$ cat config.mk
export PLATFORM = sky130hd
export DESIGN_NAME = av_sync_frame_pacer
export DESIGN_NICKNAME = d
export VERILOG_FILES = /design/src/sv/avsfp_pkg.sv /design/src/sv/avsfp_vclk.sv /design/src/sv/avsfp_delay.sv /design/src/sv/av_sync_frame_pacer.sv
export SDC_FILE = /design/constraint.sdc
export NUM_CORES = 2
export LEC_CHECK = 0
export ABC_CLOCK_PERIOD_IN_PS = 12350
export BUFFER_PORTS_ARGS = -buffer_cell sky130_fd_sc_hd__buf_2
export CORE_MARGIN = 2
export CORE_UTILIZATION = 50
export CTS_BUF_LIST = sky130_fd_sc_hd__clkbuf_8
export CTS_CLUSTER_DIAMETER = 50
export DETAILED_ROUTE_END_ITERATION = 10
export PLACE_DENSITY_LB_ADDON = 0.1
export SLEW_MARGIN = 40
export SYNTH_ARGS = -nofsm -noshare
export SYNTH_HDL_FRONTEND = slang
export SYNTH_SLANG_ARGS = --single-unit
$ cat constraint.sdc
create_clock -name clock -period 12.35 [get_ports clock]
set_input_delay 1.235 -clock clock [delete_from_list [all_inputs] [get_ports clock]]
set_output_delay 1.235 -clock clock [all_outputs]
set_load 0.005 [all_outputs]
$ cat src/sv/avsfp_pkg.sv
`default_nettype none

package avsfp_pkg;

   // defaults for top-level parameters
   localparam int CLOCK_BITS_DEF   = 50;
   localparam int COUNTER_WRAP_DEF = 500;

   // field widths
   localparam int TIME_W   = 50;
   localparam int REP_W    = 4;
   localparam int TB_W     = 30;
   localparam int PERIOD_W = 10;
   localparam int DELAY_W  = 19;
   localparam int CSR_IDX_W = 2;

   // packed beat widths (tdata padded to whole bytes)
   localparam int REQ_DATA_W = 104;
   localparam int RSP_DATA_W = 72;

   // register indexes on the csr port
   localparam logic [CSR_IDX_W-1:0] CSR_TIME_BASE     = 2'd0;
   localparam logic [CSR_IDX_W-1:0] CSR_FRAME_PERIOD  = 2'd1;
   localparam logic [CSR_IDX_W-1:0] CSR_HIGH_RATE     = 2'd2;
   localparam logic [CSR_IDX_W-1:0] CSR_AUDIO_PRESENT = 2'd3;

   // register reset values
   localparam logic [TB_W-1:0]     TIME_BASE_RST    = 30'd11111;
   localparam logic [PERIOD_W-1:0] FRAME_PERIOD_RST = 10'd40;

   // largest delay any update can produce: 2 * 1023 ms in Q8
   localparam logic [DELAY_W-1:0] DELAY_MAX_Q8 = 19'd523776;

   // audio/video skew classification for one frame
   typedef struct packed {
      logic lag;      // audio ahead of video
      logic lead;     // video ahead of audio
      logic zero;     // no skew (or no audio)
      logic gt_3ms;
      logic gt_1s;
      logic gt_10s;
      logic ge_half;  // skew of half a second or more
   } sync_type;

endpackage

`default_nettype wire

$ cat src/sv/avsfp_vclk.sv
`default_nettype none

module avsfp_vclk #(
   parameter int CLOCK_BITS = avsfp_pkg::CLOCK_BITS_DEF
) (
   input  wire logic                                clock,
   input  wire logic                                reset,
   input  wire logic                                step,
   input  wire logic [avsfp_pkg::TIME_W-1:0]        pts_ns,
   input  wire logic [avsfp_pkg::REP_W-1:0]         repeat_count,
   input  wire logic [avsfp_pkg::TIME_W-1:0]        audio_ns,
   input  wire logic [avsfp_pkg::TB_W-1:0]          time_base_ns,
   input  wire logic                                audio_present,
   output logic      [avsfp_pkg::TIME_W-1:0]        display_ns,
   output avsfp_pkg::sync_type                      sync
);

   // compare width covers both the clock and the 50-bit audio time
   localparam int W  = (CLOCK_BITS > avsfp_pkg::TIME_W) ? CLOCK_BITS : avsfp_pkg::TIME_W;
   // advance is at most 35 bits
   localparam int ADV_W = avsfp_pkg::TB_W + avsfp_pkg::REP_W + 1;
   localparam int AW = (CLOCK_BITS > ADV_W) ? CLOCK_BITS : ADV_W;

   localparam logic [W-1:0] NS_3MS    = W'(64'd3000000);
   localparam logic [W-1:0] NS_HALF_S = W'(64'd500000000);
   localparam logic [W-1:0] NS_1S     = W'(64'd1000000000);
   localparam logic [W-1:0] NS_10S    = W'(64'd10000000000);

   logic [CLOCK_BITS-1:0] vclk_ff, vclk_in;
   logic [CLOCK_BITS-1:0] disp;
   logic [W-1:0]          pts_w, disp_w, audio_w, mag;
   logic [ADV_W-2:0]      rep_tb;
   logic [ADV_W-1:0]      adv;
   logic                  a_ge;

   always_comb begin
      pts_w   = W'(pts_ns);
      disp    = (pts_ns != '0) ? pts_w[CLOCK_BITS-1:0] : vclk_ff;
      rep_tb  = (ADV_W-1)'(repeat_count) * (ADV_W-1)'(time_base_ns);
      adv     = ADV_W'(time_base_ns) + ADV_W'(rep_tb >> 1);
      vclk_in = step ? CLOCK_BITS'(AW'(disp) + AW'(adv)) : vclk_ff;

      disp_w     = W'(disp);
      audio_w    = W'(audio_ns);
      display_ns = avsfp_pkg::TIME_W'(disp_w);

      a_ge = audio_w >= disp_w;
      mag  = a_ge ? (audio_w - disp_w) : (disp_w - audio_w);

      sync.lag     = audio_present && a_ge && (mag != '0);
      sync.lead    = audio_present && !a_ge;
      sync.zero    = !audio_present || (mag == '0);
      sync.gt_3ms  = audio_present && (mag > NS_3MS);
      sync.gt_1s   = audio_present && (mag > NS_1S);
      sync.gt_10s  = audio_present && (mag > NS_10S);
      sync.ge_half = audio_present && (mag >= NS_HALF_S);
   end

   always_ff @(posedge clock) begin
      if (reset) begin
         vclk_ff <= '0;
      end else begin
         vclk_ff <= vclk_in;
      end
   end

endmodule

`default_nettype wire

$ cat src/sv/avsfp_delay.sv
`default_nettype none

module avsfp_delay #(
   parameter int COUNTER_WRAP = avsfp_pkg::COUNTER_WRAP_DEF
) (
   input  wire logic                                clock,
   input  wire logic                                reset,
   input  wire logic                                step,
   input  wire avsfp_pkg::sync_type                 sync,
   input  wire logic [avsfp_pkg::PERIOD_W-1:0]      frame_period_ms,
   input  wire logic                                high_frame_rate,
   output logic      [avsfp_pkg::DELAY_W-1:0]       delay_q8,
   output logic                                     drop_frame
);

   localparam int DW = avsfp_pkg::DELAY_W;
   localparam int CW = $clog2(COUNTER_WRAP + 1);

   // floor(x/3) by reciprocal: exact for x below 2^20
   localparam logic [20:0] DIV3_M20 = 21'd699051;
   // floor(r/3) for 10-bit r: exact for r below 2^11
   localparam logic [9:0]  DIV3_M10 = 10'd683;

   function automatic logic [19:0] div3_20(input logic [19:0] x);
      logic [40:0] p;
      p = 41'(x) * 41'(DIV3_M20);
      return 20'(p >> 21);
   endfunction

   function automatic logic [9:0] div3_10(input logic [9:0] x);
      logic [19:0] p;
      p = 20'(x) * 20'(DIV3_M10);
      return 10'(p >> 11);
   endfunction

   logic [DW-1:0] delay_ff, delay_in;
   logic [CW-1:0] cnt_ff, cnt_in;
   logic [1:0]    mod3_ff, mod3_in;   // cnt_ff mod 3

   logic [DW-1:0] half_q8, lo_q8, hi_q8, base_q8, clamped;
   logic [9:0]    r_third;
   logic [19:0]   down;
   logic [20:0]   up, scaled;
   logic          wrap_hit;

   always_comb begin
      r_third = div3_10(frame_period_ms);
      half_q8 = DW'({frame_period_ms[9:1], 8'h00});
      lo_q8   = DW'({r_third, 9'h000});
      hi_q8   = {frame_period_ms, 9'h000};
      base_q8 = DW'({frame_period_ms, 8'h00});

      down   = div3_20({delay_ff, 1'b0});
      up     = (21'(delay_ff) + 21'({delay_ff, 1'b0})) >> 1;
      scaled = sync.lag ? 21'(down) : up;

      if (scaled < 21'(half_q8)) begin
         clamped = lo_q8;
      end else if (scaled > 21'(hi_q8)) begin
         clamped = hi_q8;
      end else begin
         clamped = scaled[DW-1:0];
      end

      if (sync.gt_3ms && (sync.lag || sync.lead)) begin
         delay_q8 = clamped;
      end else if (sync.zero) begin
         delay_q8 = base_q8;
      end else begin
         delay_q8 = delay_ff;
      end
      // large gaps override the tracking
      if (sync.lag && sync.gt_1s) begin
         delay_q8 = '0;
      end
      if (sync.lead && sync.gt_1s) begin
         delay_q8 = hi_q8;
      end
      if (sync.gt_10s) begin
         delay_q8 = base_q8;
      end

      wrap_hit = cnt_ff == CW'(COUNTER_WRAP);
      if (wrap_hit) begin
         cnt_in  = '0;
         mod3_in = 2'd0;
      end else begin
         cnt_in  = cnt_ff + CW'(1);
         mod3_in = (mod3_ff == 2'd2) ? 2'd0 : mod3_ff + 2'd1;
      end

      drop_frame = sync.lag && sync.ge_half && (!high_frame_rate || (mod3_in == 2'd0));
      delay_in   = delay_q8;
   end

   always_ff @(posedge clock) begin
      if (reset) begin
         delay_ff <= '0;
         cnt_ff   <= '0;
         mod3_ff  <= '0;
      end else if (step) begin
         delay_ff <= delay_in;
         cnt_ff   <= cnt_in;
         mod3_ff  <= mod3_in;
      end
   end

endmodule

`default_nettype wire

$ cat src/sv/av_sync_frame_pacer.sv
`default_nettype none

// Audio/video frame pacer. Each req beat carries one decoded video frame (timestamp,
// repeat count, audio clock); each rsp beat returns that frame's display time, the
// delay to wait before showing it (ms, 8 fraction bits) and, in tuser, a drop flag.
// A zero timestamp means "none": the frame takes the running video clock. The block
// takes one frame per clock cycle while rsp is not stalled and answers exactly once per
// frame, in order. A frame enters the input register when its req beat is taken and
// moves into the result register once that register is free; its result is then on rsp.
// The per-frame update of the video clock, pace delay and frame counter is combinational
// between the two registers. Backpressure on rsp holds both stages; req_tready stays
// high while the input stage can move on. CSR writes are taken at any cycle but must
// only be issued with no frame in flight.
module av_sync_frame_pacer #(
   parameter int CLOCK_BITS   = avsfp_pkg::CLOCK_BITS_DEF,
   parameter int COUNTER_WRAP = avsfp_pkg::COUNTER_WRAP_DEF
) (
   input  wire logic                                  clock,
   input  wire logic                                  reset,
   // req_tdata: frame_pts_ns[49:0], repeat_count[53:50], audio_clock_ns[103:54]
   input  wire logic                                  req_tvalid,
   output logic                                       req_tready,
   input  wire logic [avsfp_pkg::REQ_DATA_W-1:0]      req_tdata,
   // rsp_tdata: display_time_ns[49:0], delay_ms_q8[68:50], zero pad [71:69]
   output logic                                       rsp_tvalid,
   input  wire logic                                  rsp_tready,
   output logic      [avsfp_pkg::RSP_DATA_W-1:0]      rsp_tdata,
   // rsp_tuser: drop_frame[0]
   output logic                                       rsp_tuser,
   input  wire logic                                  csr_we,
   input  wire logic [avsfp_pkg::CSR_IDX_W-1:0]       csr_index,
   input  wire logic [avsfp_pkg::TB_W-1:0]            csr_wdata
);

   localparam int TW = avsfp_pkg::TIME_W;
   localparam int DW = avsfp_pkg::DELAY_W;

   // config registers
   logic [avsfp_pkg::TB_W-1:0]     time_base_ff;
   logic [avsfp_pkg::PERIOD_W-1:0] period_ff;
   logic                           high_rate_ff;
   logic                           audio_present_ff;

   // input stage
   logic                           s1_valid_ff, s1_valid_in;
   logic [TW-1:0]                  s1_pts_ff, s1_audio_ff;
   logic [avsfp_pkg::REP_W-1:0]    s1_rep_ff;

   // result stage
   logic                           rsp_valid_ff, rsp_valid_in;
   logic [TW-1:0]                  rsp_disp_ff;
   logic [DW-1:0]                  rsp_delay_ff;
   logic                           rsp_drop_ff;

   logic                           advance, req_fire, s1_fire;
   logic [TW-1:0]                  disp_ns;
   logic [DW-1:0]                  delay_q8;
   logic                           drop_frame;
   avsfp_pkg::sync_type            sync;

   // the result register frees up when empty or being drained
   assign advance     = !rsp_valid_ff || rsp_tready;
   assign s1_fire     = s1_valid_ff && advance;
   assign req_tready  = !s1_valid_ff || advance;
   assign req_fire    = req_tvalid && req_tready;
   assign s1_valid_in = req_fire || (s1_valid_ff && !advance);
   assign rsp_valid_in = s1_fire || (rsp_valid_ff && !rsp_tready);

   assign rsp_tvalid = rsp_valid_ff;
   assign rsp_tdata  = {3'b000, rsp_delay_ff, rsp_disp_ff};
   assign rsp_tuser  = rsp_drop_ff;

   always_ff @(posedge clock) begin
      if (reset) begin
         time_base_ff     <= avsfp_pkg::TIME_BASE_RST;
         period_ff        <= avsfp_pkg::FRAME_PERIOD_RST;
         high_rate_ff     <= 1'b0;
         audio_present_ff <= 1'b1;
      end else if (csr_we) begin
         case (csr_index)
            avsfp_pkg::CSR_TIME_BASE:     time_base_ff     <= csr_wdata;
            avsfp_pkg::CSR_FRAME_PERIOD:  period_ff        <= csr_wdata[avsfp_pkg::PERIOD_W-1:0];
            avsfp_pkg::CSR_HIGH_RATE:     high_rate_ff     <= csr_wdata[0];
            avsfp_pkg::CSR_AUDIO_PRESENT: audio_present_ff <= csr_wdata[0];
            default: ;
         endcase
      end
   end

   always_ff @(posedge clock) begin
      if (reset) begin
         s1_valid_ff  <= 1'b0;
         rsp_valid_ff <= 1'b0;
      end else begin
         s1_valid_ff  <= s1_valid_in;
         rsp_valid_ff <= rsp_valid_in;
      end
   end

   always_ff @(posedge clock) begin
      if (req_fire) begin
         s1_pts_ff   <= req_tdata[49:0];
         s1_rep_ff   <= req_tdata[53:50];
         s1_audio_ff <= req_tdata[103:54];
      end
      if (s1_fire) begin
         rsp_disp_ff  <= disp_ns;
         rsp_delay_ff <= delay_q8;
         rsp_drop_ff  <= drop_frame;
      end
   end

   avsfp_vclk #(
      .CLOCK_BITS (CLOCK_BITS)
   ) u_vclk (
      .clock         (clock),
      .reset         (reset),
      .step          (s1_fire),
      .pts_ns        (s1_pts_ff),
      .repeat_count  (s1_rep_ff),
      .audio_ns      (s1_audio_ff),
      .time_base_ns  (time_base_ff),
      .audio_present (audio_present_ff),
      .display_ns    (disp_ns),
      .sync          (sync)
   );

   avsfp_delay #(
      .COUNTER_WRAP (COUNTER_WRAP)
   ) u_delay (
      .clock           (clock),
      .reset           (reset),
      .step            (s1_fire),
      .sync            (sync),
      .frame_period_ms (period_ff),
      .high_frame_rate (high_rate_ff),
      .delay_q8        (delay_q8),
      .drop_frame      (drop_frame)
   );

   // a frame leaving the input stage always lands in the result register
   a_s1_to_rsp: assert property (@(posedge clock) disable iff (reset)
      s1_fire |=> rsp_valid_ff)
      else $error("frame lost between input and result stage");

   // full pipe with stalled output must not take another beat
   a_full_stall: assert property (@(posedge clock) disable iff (reset)
      (s1_valid_ff && rsp_valid_ff && !rsp_tready) |-> !req_tready)
      else $error("req accepted while pipe is full");

   // delay never exceeds twice the largest frame period
   a_delay_range: assert property (@(posedge clock) disable iff (reset)
      rsp_valid_ff |-> (rsp_delay_ff <= avsfp_pkg::DELAY_MAX_Q8))
      else $error("pace delay out of range");

endmodule

`default_nettype wire

Yosys cells after proc, flatten, opt, wreduce, memory -nomap -nowiden

Index checks and enable logic that the tools add are counted.

$add $sub $neg: 7
Multipliers: 3
Magnitude comparators: 7
Equality and inequality tests: 5
Muxes and demuxes: 13
Reductions and logical operators: 39

Operator list:

| kind                   | count |
|---|---|
| $mux 19                | 7 |
| $mux 50                | 2 |
| $reduce_bool 50->1     | 2 |
| $sub 50x50->50         | 2 |
| $add 50x35->50         | 1 |
| $ge 50x29->1 const B   | 1 |
| $ge 50x50->1           | 1 |
| $gt 50x22->1 const B   | 1 |
| $gt 50x30->1 const B   | 1 |
| $gt 50x34->1 const B   | 1 |
| $logic_not 50->1       | 1 |
| $mul 19x20->39 const B | 1 |
| $add 30x33->34         | 1 |
| $mul 4x30->34          | 1 |
| $add 19x20->21         | 1 |
| $gt 21x19->1           | 1 |
| $lt 21x17->1           | 1 |
| $mul 10x10->20 const B | 1 |
| $mux 20                | 1 |
| $logic_and 1x1->1      | 16 |
| $add 9x1->9 const B    | 1 |
| $eq 9x9->1 const B     | 1 |
| $mux 9                 | 1 |
| $reduce_and 2->1       | 4 |
| other kinds (7)        | 23 |

Register bits after elaboration: 298
Bits of input ports: 141
Output and inout port bits: 75

Logic depth before layout (Yosys ltp)

Word-level depth: 14
Mapped depth: 53
Gate-level depth less buffers: 42

Hierarchy

A second synthesis with hierarchy kept.

Cells, all modules: 3787
Area total of the unflattened synthesis: 33144.3 um^2

By module, submodules not included:

| module              | instances | cells each | area an instance (um^2) |
|---|---|---|---|
| avsfp_vclk          | 1         | 2142       | 15129.5 |
| avsfp_delay         | 1         | 1277       | 10842.9 |
| av_sync_frame_pacer | 1         | 368        | 7171.9 |

Worst setup path after synthesis

Ideal clock, no wire load.

Path kind: reg-to-reg
Start point: register s1_pts_ff[7]
End point: register u_delay.delay_ff[8]
Library setup time: 99 ps
Data arrival time: 10788 ps
Slack: 1463 ps
Stages on the path, launching flop included: 47
Path buffers: 12
Period minus slack after synthesis: 10887 ps
Cell sequence: edfxtp_1 > nor4_1 > nand4_1 > nor4_4 > buf_6 > buf_6 > buf_2 > buf_1 > clkbuf_1 > buf_1 > clkbuf_1 > clkbuf_1 > a21o_1 > ha_1 > buf_2 > and2_0 > and3_1 > nand2_1 > (+11 left out) > buf_4 > clkbuf_1 > nor2_1 > a21oi_1 > inv_1 > ha_1 > nand4_1 > nor3_1 > nand2_1 > or4_1 > or4_1 > nor2_1 > nor2_1 > mux2_4 > or3_1 > buf_2 > or4_1 > a31oi_1

Longest elaborated chain between the ends: 14
Elaborated cells between the ends (all ways): 33
Those cells by class: 2 x add/sub; 6 x order compare; 10 x mux; 15 x reduce/logical

RTL lines:

| what                                                  | RTL line                           | RTL |
|---|---|---|
| from (decl)                                           | av_sync_frame_pacer.sv:46          | `logic [TW-1:0] s1_pts_ff, s1_audio_ff;` |
| from (signal assigned)                                | av_sync_frame_pacer.sv:102         | `s1_pts_ff <= req_tdata[49:0];` |
| $reduce_bool 50->1                                    | avsfp_vclk.sv:38                   | `disp = (pts_ns != '0) ? pts_w[CLOCK_BITS-1:0] : vclk_ff;` |
| $mux 50 (*)                                           | avsfp_vclk.sv:38                   |  |
| $sub 50x50->50 / $ge 50x50->1 (equally long branches) | avsfp_vclk.sv:48, avsfp_vclk.sv:47 |  |
| $mux 50                                               | avsfp_vclk.sv:48                   | `mag = a_ge ? (audio_w - disp_w) : (disp_w - audio_w);` |
| $reduce_bool 50->1                                    | avsfp_vclk.sv:50                   | `sync.lag = audio_present && a_ge && (mag != '0);` |
| $logic_and 1x1->1                                     | avsfp_vclk.sv:50                   |  |
| $mux 20                                               | avsfp_delay.sv:55                  | `scaled = sync.lag ? 21'(down) : up;` |
| $gt 21x19->1                                          | avsfp_delay.sv:59                  | `end else if (scaled > 21'(hi_q8)) begin` |
| $mux 19                                               | avsfp_delay.sv:59                  |  |
| $mux 19                                               | avsfp_delay.sv:57                  | `if (scaled < 21'(half_q8)) begin` |
| $mux 19                                               | avsfp_delay.sv:65                  | `if (sync.gt_3ms && (sync.lag \|\| sync.lead)) begin` |
| $mux 19                                               | avsfp_delay.sv:73                  | `if (sync.lag && sync.gt_1s) begin` |
| $mux 19                                               | avsfp_delay.sv:76                  | `if (sync.lead && sync.gt_1s) begin` |
| $mux 19 (*)                                           | avsfp_delay.sv:79                  | `if (sync.gt_10s) begin` |
| to (signal assigned)                                  | avsfp_delay.sv:102                 | `delay_ff <= delay_in;` |
| to (decl)                                             | avsfp_delay.sv:36                  | `logic [DW-1:0] delay_ff, delay_in;` |

Every way passes the cells marked *; elsewhere a longest branch is shown, timed or not.
A chain may end at the register's enable or synchronous reset.

Worst setup path in the final report

Start point: register s1_pts_ff[0]
End point: register u_delay.delay_ff[12]

Longest elaborated chain between the ends: 14
Elaborated cells between the ends (all ways): 33
Those cells by class: 2 x add/sub; 6 x order compare; 10 x mux; 15 x reduce/logical

RTL lines:

| what                                                  | RTL line                           | RTL |
|---|---|---|
| $reduce_bool 50->1 (*)                                | avsfp_vclk.sv:38                   |  |
| $mux 50 (*)                                           | avsfp_vclk.sv:38                   |  |
| via disp_ns[40]                                       | av_sync_frame_pacer.sv:56          | `logic [TW-1:0] disp_ns;` |
| $sub 50x50->50 / $ge 50x50->1 (equally long branches) | avsfp_vclk.sv:48, avsfp_vclk.sv:47 |  |
| $mux 50                                               | avsfp_vclk.sv:48                   |  |
| $reduce_bool 50->1                                    | avsfp_vclk.sv:50                   |  |
| $logic_and 1x1->1                                     | avsfp_vclk.sv:50                   |  |
| $mux 20                                               | avsfp_delay.sv:55                  |  |
| $gt 21x19->1                                          | avsfp_delay.sv:59                  |  |
| $mux 19                                               | avsfp_delay.sv:59                  |  |
| $mux 19                                               | avsfp_delay.sv:57                  |  |
| $mux 19                                               | avsfp_delay.sv:65                  |  |
| $mux 19                                               | avsfp_delay.sv:73                  |  |
| $mux 19                                               | avsfp_delay.sv:76                  |  |
| $mux 19 (*)                                           | avsfp_delay.sv:79                  |  |
| via delay_q8[12]                                      | av_sync_frame_pacer.sv:57          | `logic [DW-1:0] delay_q8;` |

The timed path passes the listed nets; every way through them passes the cells marked *.

==> impl_metrics.prom <==
# TYPE chip_impl_metric gauge
chip_impl_metric{name="vias",unit=""} 29300
chip_impl_metric{name="period_needed",unit="ps"} 11590
chip_impl_metric{name="switching_power_summed_over_all_nets",unit="W"} 0.00188
chip_impl_metric{name="core_region_area",unit="mm²"} 0.0656
chip_impl_info{name="synth_flop_cell",value="edfxtp_1"} 1
chip_impl_metric{name="number_of_global_route_vias_before_repair",unit=""} 28500
chip_impl_metric{name="route.met3.wl",unit="µm"} 6310
chip_impl_metric{name="setup_viol_count_final",unit=""} 0
chip_impl_metric{name="number_of_instances_in_the_synthesized_netlist",unit=""} 3903
chip_impl_metric{name="chipWidth",unit="µm"} 261
chip_impl_metric{name="final_number_of_hold_violating_endpoints",unit=""} 0
chip_impl_metric{name="max-clock-path-buffers",unit=""} 3
chip_impl_metric{name="mappedNetlistArea",unit="mm²"} 0.0331
chip_impl_metric{name="fin_crit_sh",unit="%"} 93.9
chip_impl_info{name="crit_path_slowest_cell",value="nor4_4"} 1
chip_impl_info{name="netlist_top_cells_count",value="478 x inv_1, 400 x nand2_1, 379 x ha_1"} 1
chip_impl_info{name="yosysMostFrequentCell",value="inv_1"} 1
chip_impl_metric{name="max-slew-margin-rel",unit="%"} 40.2
chip_impl_info{name="critPathLaunchType",value="register"} 1
chip_impl_metric{name="maxCapViolCount",unit=""} 0
chip_impl_metric{name="synth_xor_area_share",unit="%"} 4.75
chip_impl_metric{name="switching_share",unit="%"} 43.1
chip_impl_metric{name="insertion_delay",unit="ps"} 700
chip_impl_metric{name="comb_power_share",unit="%"} 49.4
chip_impl_metric{name="htree_num_levels",unit=""} 2
chip_impl_metric{name="timing.fmax",unit="MHz"} 86.3
chip_impl_metric{name="power.sequential.fraction",unit="%"} 27.3
chip_impl_info{name="ctsRootBufferMaster",value="clkbuf_8"} 1
chip_impl_metric{name="layout.cells.non_filler",unit=""} 4989
chip_impl_metric{name="power.density",unit="mW/mm²"} 120
chip_impl_metric{name="die_y",unit="µm"} 261
chip_impl_metric{name="grt_start_max_net_pins",unit=""} 84
chip_impl_metric{name="synth.avg_cell_area",unit="µm²"} 8.49
chip_impl_metric{name="maxSlewViolCount",unit=""} 0
chip_impl_metric{name="critPathMaxFanout",unit=""} 20
chip_impl_metric{name="synth_enable_flop_cells",unit=""} 174
chip_impl_info{name="netlist_top_cells_area",value="edfxtp_1 16%, ha_1 14%, fa_1 11%"} 1
chip_impl_metric{name="vdd.ir_drop.worst",unit="V"} 0.000144
chip_impl_metric{name="cts_buffers",unit=""} 57
chip_impl_metric{name="wire_length_the_detailed_router_placed_on_met1",unit="µm"} 48400
chip_impl_info{name="synth.largest_area_cell",value="edfxtp_1"} 1
chip_impl_metric{name="design.die.area",unit="mm²"} 0.0683
chip_impl_info{name="setup.worst_path.class",value="register to register"} 1
chip_impl_metric{name="postRouteWirelength",unit="µm"} 108000
chip_impl_metric{name="yosysSeqAreaShare",unit="%"} 23.3
chip_impl_metric{name="firstDrtPassIters",unit=""} 6
chip_impl_metric{name="post_synthesis_register_bit_count",unit=""} 298
chip_impl_metric{name="initial_utilization",unit="%"} 50.5
chip_impl_metric{name="dp.final_hpwl",unit="µm"} 87400
chip_impl_metric{name="synth_compound_area_share",unit="%"} 21.0
chip_impl_metric{name="synthAdderAreaFrac",unit="%"} 25.9
chip_impl_metric{name="worst-endpoint-required",unit="ps"} 12900
chip_impl_metric{name="synthSimpleGateAreaFrac",unit="%"} 16.5
chip_impl_metric{name="proportion_of_netlist_area_held_by_the_largest_area_contributor",unit="%"} 15.8
chip_impl_info{name="worst_setup_path_end_kind",value="register"} 1
chip_impl_info{name="crit_path_top_cell_by_count",value="a21oi_1"} 1
chip_impl_metric{name="total_leakage_power",unit="nW"} 17.3
chip_impl_metric{name="clock_sink_count",unit=""} 298
chip_impl_info{name="maxUsedRoutingLayer",value="met4"} 1
chip_impl_metric{name="drt-initial-drc-count",unit=""} 2451
chip_impl_metric{name="power.internal",unit="W"} 0.00248
chip_impl_metric{name="gr-usage-all-layers",unit="%"} 31.4
chip_impl_metric{name="worst-endpoint-arrival",unit="ps"} 12140
chip_impl_metric{name="drtAntennaViolNets",unit=""} 0
chip_impl_metric{name="post-place-cells",unit=""} 4879
chip_impl_metric{name="post_cts.repair.setup_buffers",unit=""} 0
chip_impl_metric{name="via_density_per_instance",unit=""} 5.88
chip_impl_metric{name="global_route_wire_length_before_repair",unit="µm"} 166000
chip_impl_info{name="rsz0062_at_grt",value="false"} 1
chip_impl_info{name="run_status",value="completed"} 1
chip_impl_metric{name="fp-row-count",unit=""} 94
chip_impl_metric{name="skew",unit="ps"} 47.9
chip_impl_metric{name="top_level_ports",unit=""} 216
chip_impl_metric{name="drive_above_1_share",unit="%"} 10.3
chip_impl_metric{name="synth_mux_area_share",unit="%"} 1.50
chip_impl_info{name="synth_top_family_by_area",value="adder cells"} 1
chip_impl_metric{name="numPortBuffers",unit=""} 212
chip_impl_metric{name="wirelength_per_cell",unit="µm"} 21.7
chip_impl_metric{name="remaining_drc_errors",unit=""} 0
chip_impl_metric{name="globalRoute.totalOverflow",unit=""} 0
chip_impl_metric{name="met2RoutedLength",unit="µm"} 47700
chip_impl_metric{name="postSynth.asyncResetShare",unit="%"} 0
chip_impl_metric{name="area.growth.synth_to_final",unit="%"} 9.58
chip_impl_metric{name="finalWeightedCongestion",unit=""} 0.990
chip_impl_metric{name="yosys_warnings",unit=""} 0
chip_impl_metric{name="power",unit="W"} 0.00436
chip_impl_metric{name="grt_antenna_before_repair",unit=""} 2
chip_impl_info{name="hold_path.class",value="register to register"} 1
chip_impl_metric{name="clkTransAtPathRegs",unit="ps"} 60
chip_impl_info{name="cts_tree",value="yes"} 1
chip_impl_metric{name="filler_cell_count",unit=""} 6287
chip_impl_metric{name="fin_tns_setup",unit="ps"} 0
chip_impl_metric{name="slowest_delay",unit="ps"} 540
chip_impl_metric{name="timing_worst_slew_pin_value",unit="ps"} 888
chip_impl_metric{name="finalNetCount",unit=""} 4783
chip_impl_metric{name="post_synth_num_cell_types",unit=""} 106
chip_impl_metric{name="share_clk_of_total_power",unit="%"} 23.2
==> layout make-up <==
cell class	count	area (µm²)	share of cell area [%]
diodes	2	5.00	0.0138
clock buffers	65	895	2.46
clock inverters	42	287	0.789
inverters	479	1800	4.97
multi-input cells	2991	23200	63.8
flip-flops and latches	298	7710	21.2
well taps	864	1080	2.98
repair buffers	248	1360	3.75
==> critical path, delay by kind of cell (launching register included) <==
family          cells  cell delay (ps)
simple gates       17             4470
compound gates     17             3890
mux                 2              780
fa+ha+maj           2              690
buf+inv             4             1080
flops               1              500
==> state kept, by name, summed over array words and instances, names as in the netlist, 9 cells and up <==
name and count:
s1_audio_ff 50, rsp_disp_ff 50, time_base_ff 30, u_delay.delay_ff 19
rsp_delay_ff 19, u_vclk.vclk_ff 50, period_ff 10, u_delay.cnt_ff 9
s1_pts_ff 50
==> per-layer routing <==
metal / up-vias / global-route usage [%]
li1: 14100 / -
met1: 14000 / 42.6
met2: 981 / 49.4
met3: 223 / 4.59
met4: 0 / 15.2
met5: - / 0
==> power by group through the flow <==
stage                     Sequential (W)  Clock [W]  Combinational [W]
after floorplan                  0.00118          0            0.00156
after global placement           0.00121          0            0.00211
after detailed placement         0.00121          0            0.00211
after CTS                        0.00119    0.00104            0.00213
after global routing             0.00120    0.00108            0.00237
final                            0.00119    0.00101            0.00215
==> kinds of logic after synthesis <==
group           after synthesis
simple gates               1136
xor+xnor                    178
compound gates             1051
fa+ha+maj                   576
other cells                   1
buf+inv                     616
mux                          47
flops                       298
==> path summary, 6_finish.rpt <==
path / cells past startpoint / end / slack (ps) / from
hold reg to reg: 2 / u_vclk.vclk_ff[37] / 460 / u_vclk.vclk_ff[37]
setup reg to reg: 42 / u_delay.delay_ff[12] / 760 / s1_pts_ff[0]
hold / removal: 2 / u_vclk.vclk_ff[37] / 460 / u_vclk.vclk_ff[37]
setup / recovery: 42 / u_delay.delay_ff[12] / 760 / s1_pts_ff[0]
==> metrics by stage <==
step	setup WS, ps	hold WS, ps	area, µm²	utilization, %
after floorplan	1460	432	33100	-
after global placement	103	443	35000	53.4
after detailed placement	724	449	35100	53.4
after CTS	590	458	36200	55.2
after global routing	59.1	469	36300	55.3
final	759	455	36300	55.3
==> repair_timing <==
item	in CTS	in global routing
hold buffers	0	0
endpoints found under the setup margin	0	34
resized for setup	0	5
==> cell usage in the layout, fill, tap and decap left out, types with 36 or more instances in the layout <==
| cell type | count |
|---|---|
| xnor2_1 | 120 |
| nand2_1 | 400 |
| mux2i_1 | 37 |
| buf_2 | 211 |
| o21a_1 | 41 |
| inv_1 | 495 |
| a211oi_1 | 46 |
| a21o_1 | 146 |
| nor2_1 | 252 |
| clkbuf_8 | 65 |
| and2_1 | 53 |
| o21ai_0 | 140 |
| or3_1 | 36 |
| nor3_1 | 77 |
| ha_1 | 377 |
| nand3_1 | 69 |
| xor2_1 | 57 |
| a21oi_1 | 334 |
| nand4_1 | 47 |
| fa_1 | 188 |
| edfxtp_1 | 174 |
| o21bai_1 | 48 |
| dfxtp_1 | 124 |
(Power assumes the default switching activity.)
